File: config.mk
export PLATFORM = sky130hd
export DESIGN_NAME = gbp_ctrl
export DESIGN_NICKNAME = d
export VERILOG_FILES = /design/src/gbp_pkg.sv /design/src/gbp_ctrl.sv
export SDC_FILE = /design/constraint.sdc
export NUM_CORES = 1
export LEC_CHECK = 0
export ABC_AREA = 1
export BUFFER_PORTS_ARGS = -buffer_cell sky130_fd_sc_hd__buf_2
export CAP_MARGIN = 20
export CORE_AREA = 4 4 41 43
export DETAILED_ROUTE_END_ITERATION = 16
export DIE_AREA = 0 0 45 47
export SLEW_MARGIN = 20
export SYNTH_ARGS = -nofsm -noshare
export SYNTH_HDL_FRONTEND = slang
export SYNTH_SLANG_ARGS = --single-unit
File: constraint.sdc
create_clock -name clk -period 1.4 [get_ports clk]
set_input_delay 0 -clock clk [delete_from_list [all_inputs] [get_ports clk]]
set_output_delay 0 -clock clk [all_outputs]
set_load 0.005 [all_outputs]
File: src/gbp_pkg.sv
// Package for the gshare branch predictor.
// Holds shared constants, the controller state type and command/status structs.
// No dependencies.
`default_nettype none

package gbp_pkg;

  localparam int INDEX_BITS_DEF = 12;
  localparam int HIST_MAX       = 12;
  localparam int CFG_W          = 4;
  localparam int PC_W           = 32;
  localparam int CNT_W          = 32;
  localparam int CTR_W          = 2;
  localparam int IN_W           = 40;
  localparam int OUT_W          = 72;

  localparam logic [CFG_W-1:0] HIST_BITS_RESET = 4'd8;
  localparam logic [CTR_W-1:0] CTR_RESET       = 2'd2;
  localparam logic [CTR_W-1:0] CTR_MAX         = 2'd3;
  localparam logic [CTR_W-1:0] CTR_MIN         = 2'd0;
  localparam logic [CNT_W-1:0] CNT_MAX         = '1;

  typedef enum logic [1:0] {
    ST_CLEAR,
    ST_IDLE,
    ST_UPDATE
  } state_t;

  typedef struct packed {
    logic clr_step;
    logic load;
    logic update;
  } gbp_cmd_t;

  typedef struct packed {
    logic clr_last;
  } gbp_sts_t;

endpackage

`default_nettype wire

File: src/gbp_ctrl.sv
// Controller state machine of the gshare branch predictor.
// Sequences table clearing, item load and update, and owns the output valid.
// Depends on gbp_pkg.
`default_nettype none

module gbp_ctrl (
  input  wire logic              clk,
  input  wire logic              rst,
  input  wire logic              s_axis_tvalid,
  output logic                   s_axis_tready,
  output logic                   m_axis_tvalid,
  input  wire logic              m_axis_tready,
  input  wire gbp_pkg::gbp_sts_t sts,
  output gbp_pkg::gbp_cmd_t      cmd
);

  gbp_pkg::state_t state;
  gbp_pkg::state_t state_next;
  logic            out_valid;
  logic            out_valid_next;
  logic            out_free;

  assign out_free      = !out_valid || m_axis_tready;
  assign m_axis_tvalid = out_valid;

  always_ff @(posedge clk) begin
    if (rst) begin
      state     <= gbp_pkg::ST_CLEAR;
      out_valid <= 1'b0;
    end else begin
      state     <= state_next;
      out_valid <= out_valid_next;
    end
  end

  always_comb begin
    state_next    = state;
    cmd           = '0;
    s_axis_tready = 1'b0;
    case (state)
      gbp_pkg::ST_CLEAR: begin
        cmd.clr_step = 1'b1;
        if (sts.clr_last) begin
          state_next = gbp_pkg::ST_IDLE;
        end
      end
      gbp_pkg::ST_IDLE: begin
        s_axis_tready = 1'b1;
        if (s_axis_tvalid) begin
          cmd.load   = 1'b1;
          state_next = gbp_pkg::ST_UPDATE;
        end
      end
      gbp_pkg::ST_UPDATE: begin
        if (out_free) begin
          cmd.update = 1'b1;
          state_next = gbp_pkg::ST_IDLE;
        end
      end
      default: begin
        state_next = gbp_pkg::ST_CLEAR;
      end
    endcase
    if (cmd.update) begin
      out_valid_next = 1'b1;
    end else if (m_axis_tready) begin
      out_valid_next = 1'b0;
    end else begin
      out_valid_next = out_valid;
    end
  end

`ifndef SYNTHESIS
  a_one_in_flight: assert property (@(posedge clk) disable iff (rst)
    (s_axis_tvalid && s_axis_tready) |=> !s_axis_tready)
    else $error("second item accepted before update");

  a_no_overwrite: assert property (@(posedge clk) disable iff (rst)
    cmd.update |-> (!m_axis_tvalid || m_axis_tready))
    else $error("pending result overwritten");

  a_update_shows: assert property (@(posedge clk) disable iff (rst)
    cmd.update |=> m_axis_tvalid)
    else $error("update did not present a result");

  a_clear_done: assert property (@(posedge clk) disable iff (rst)
    (state == gbp_pkg::ST_CLEAR && sts.clr_last) |=> s_axis_tready)
    else $error("not ready after clearing pass");
`endif

endmodule

`default_nettype wire

==> reports/qor.json <==
{
  "status": {
    "outcome": "finished clean"
  },
  "worst_hold_path": {
    "worst_hold_path_type": "input port to register"
  },
  "synth": {
    "yosys_register_bits": 3,
    "post_synth_net_total": 29,
    "yosys_warnings": 0,
    "average_cell_area_after_synthesis_um2": 6.88,
    "synth.yosys.seq_area_share_pct": 36.4,
    "syn_area_um2": 165,
    "yosys.cell_types.count": 13,
    "synthesis.instances": 24
  },
  "routing": {
    "first_pass_iters": 1,
    "vias_per_cell": 3.21,
    "route.final.wire_length_um": 392,
    "total_number_of_vias": 167,
    "remaining_drc_errors": 0,
    "detail_route.wl_per_cell_um": 7.54,
    "final_antenna_net_count": 0,
    "initialDrtViolationCount": 0
  },
  "global_route": {
    "grtUsageTotal_pct": 5.45,
    "grt_antenna_before_repair": 0,
    "grt_first_pass_wirelength_um": 703,
    "grt-ovfl-total": 0,
    "pin_count_of_the_biggest_net_entering_global_routing": 7,
    "first_global_vias": 179
  },
  "critical_path": {
    "crit_path_max_fanout": 4,
    "critical_path_buf_inv_count": 2,
    "start_kind": "register",
    "cp_top_family": "flip-flops",
    "path_cells": "inv_2 -> nor3_1 -> buf_2",
    "critical_path.max_stage_delay_ns": 0.36,
    "critPathKind": "register to output pin",
    "crit_path_end_kind": "output pin",
    "timing.critical_path.arrival_ns": 0.98,
    "crit_path_top_delay_cell": "sky130_fd_sc_hd__dfxtp_1",
    "crit_path_required_time_ns": 1.40
  },
  "placement": {
    "buffer_ports.inserted": 9,
    "routabilityCongestion": 0.625
  },
  "pwr": {
    "cell_internal_pwr_uw": 217,
    "p_sw_uw": 66.6,
    "vdd_ir_drop_max_uv": 299,
    "sw_frac_of_total_pct": 23.5,
    "share_seq_of_total_power_pct": 33.8,
    "share_comb_of_total_power_pct": 13.7,
    "power.static_leakage_uw": 0.000142,
    "share_clk_of_total_power_pct": 52.5,
    "power.density_nw_per_um2": 1100,
    "design_power_total_uw": 284
  },
  "clocking": {
    "clock_sink_count": 3,
    "postCtsResizedCells": 0,
    "clk_transition_reported_paths_ns": 0.03,
    "maximum_clock_insertion_buffer_count": 2,
    "root_buffer_selected_by_cts": "sky130_fd_sc_hd__clkbuf_4",
    "clk_latency_ns": 0.23,
    "clock_tree.htree_level_count": 1,
    "cts_tree": "yes",
    "cts_made_buffers": 3
  },
  "sta": {
    "setup_viol_count_final": 0,
    "worst-slew-pin-transition_ns": 0.197,
    "rsz0062_at_grt": "false",
    "totalNegativeSetupSlack_ns": 0,
    "final_max_slew_viol_count": 0,
    "period_share_pct": 70.0,
    "fmax_mhz": 1020,
    "hold-worst-slack_ns": 0.0674,
    "worst_clock_skew_ns": 0.00366,
    "max_slew_margin_pct": 86.9,
    "finalHoldViolCount": 0,
    "layout_min_cycle_time_ns": 0.980
  },
  "floorplan": {
    "fp.dieArea_um2": 2120,
    "die_y_um": 47,
    "fp-row-count": 13,
    "io-pin-count": 10,
    "core_um2": 1300,
    "floorplan.die.width_um": 45,
    "initial_core_util_pct": 12.7
  },
  "finish": {
    "postLayoutCoreUtil_pct": 19.8,
    "design.final.nets": 43,
    "insertedDiodeCount": 0,
    "n_fill_cell": 164,
    "commonest_non_fill_non_tap_cell_in_the_layout": "sky130_fd_sc_hd__buf_2",
    "flow.area_growth_from_synthesis_pct": 56.1,
    "final_cell_mix": "9 x sky130_fd_sc_hd__buf_2, 5 x sky130_fd_sc_hd__inv_1, 4 x sky130_fd_sc_hd__nand2_1",
    "drive_gt1_share_pct": 48.6
  },
  "job": {
    "maxCapViolations": 0
  }
}
[cells in the mapped netlist]
library cell	instances	area, um^2
sky130_fd_sc_hd__a21oi_2	1	8.76
sky130_fd_sc_hd__buf_4	1	7.51
sky130_fd_sc_hd__dfxtp_1	3	60.1
sky130_fd_sc_hd__inv_1	5	18.8
sky130_fd_sc_hd__inv_2	1	3.75
sky130_fd_sc_hd__nand2_1	4	15.0
sky130_fd_sc_hd__nand2_2	1	6.26
sky130_fd_sc_hd__nand3_1	1	5.00
sky130_fd_sc_hd__nor2_1	1	3.75
sky130_fd_sc_hd__nor2_2	3	18.8
sky130_fd_sc_hd__nor3_1	1	5.00
sky130_fd_sc_hd__o21a_1	1	7.51
sky130_fd_sc_hd__o21ai_0	1	5.00
[metrics by stage]
step                worst slack, ns  instance area [um^2]  instances
floorplan                     0.636                   165         24
global placement              0.612                   221         47
detailed placement            0.574                   221         47
CTS                           0.406                   258         52
global route                  0.338                   258         52
finish                        0.420                   258         52
[registers in the layout (all words and copies together), names as in the netlist]
name and flops:
m_axis_tvalid 1, state 2
[per-layer routing]
| metal | global-route usage, % | vias up | routed length (um) |
|---|---|---|---|
| met2 | 6.21 | 6 | 173 |
| met5 | 0 | - | 0 |
| met4 | 7.02 | 0 | 0 |
| li1 | - | 95 | - |
| met1 | 5.44 | 66 | 167 |
| met3 | 4.21 | 0 | 51 |
[area by class of cell]
cell class                 instances  area (um^2)  share of cell area [%]
inverter                           6         22.5                    8.74
multi-input combinational         14         75.1                    29.1
timing repair buffer              10         55.1                    21.4
clock buffer                       4         26.3                    10.2
tap                               15         18.8                    7.28
sequential                         3         60.1                    23.3
[power by group through the flow]
stage	Clock (uW)	Sequential (uW)	Combinational, uW
detailed placement	0	97.3	37.4
global placement	0	97.0	37.5
CTS	160	95.9	39.8
global route	167	96.8	46.0
finish	149	96.0	38.7
floorplan	0	96.3	21.1
[cell families after synthesis]
kind of cell | share of synthesized area (%)
AND/OR/NAND/NOR | 32.6
flip-flops | 36.4
AO/OA/AOI/OAI | 12.9
buffers and inverters | 18.2
[path summary, 6_finish.rpt]
| path | start | cells past startpoint | slack (ns) | to |
|---|---|---|---|---|
| min reg2reg | m_axis_tvalid$_SDFFE_PP0P_ | 4 | 0.57 | state[1]$_SDFFE_PP0P_ |
| max reg2reg | state[1]$_SDFFE_PP0P_ | 5 | 0.57 | state[0]$_SDFFE_PP0P_ |
| min | m_axis_tready | 4 | 0.07 | state[1]$_SDFFE_PP0P_ |
| max | state[1]$_SDFFE_PP0P_ | 3 | 0.42 | cmd[0] |
[worst reg2reg max path, delay by kind of cell, from the launching register on]
kind | cells | cell delay [ns]
buffers and inverters | 1 | 0.07
DFF | 1 | 0.36
and+or+nand+nor | 4 | 0.28
[what timing repair did]
action | in CTS | in global routing
endpoints found under the hold margin | 1 | 0
buffers inserted | 0 | 0
setup endpoints to repair | 0 | 0
hold buffers | 1 | 0
(Power assumes the default switching activity.)
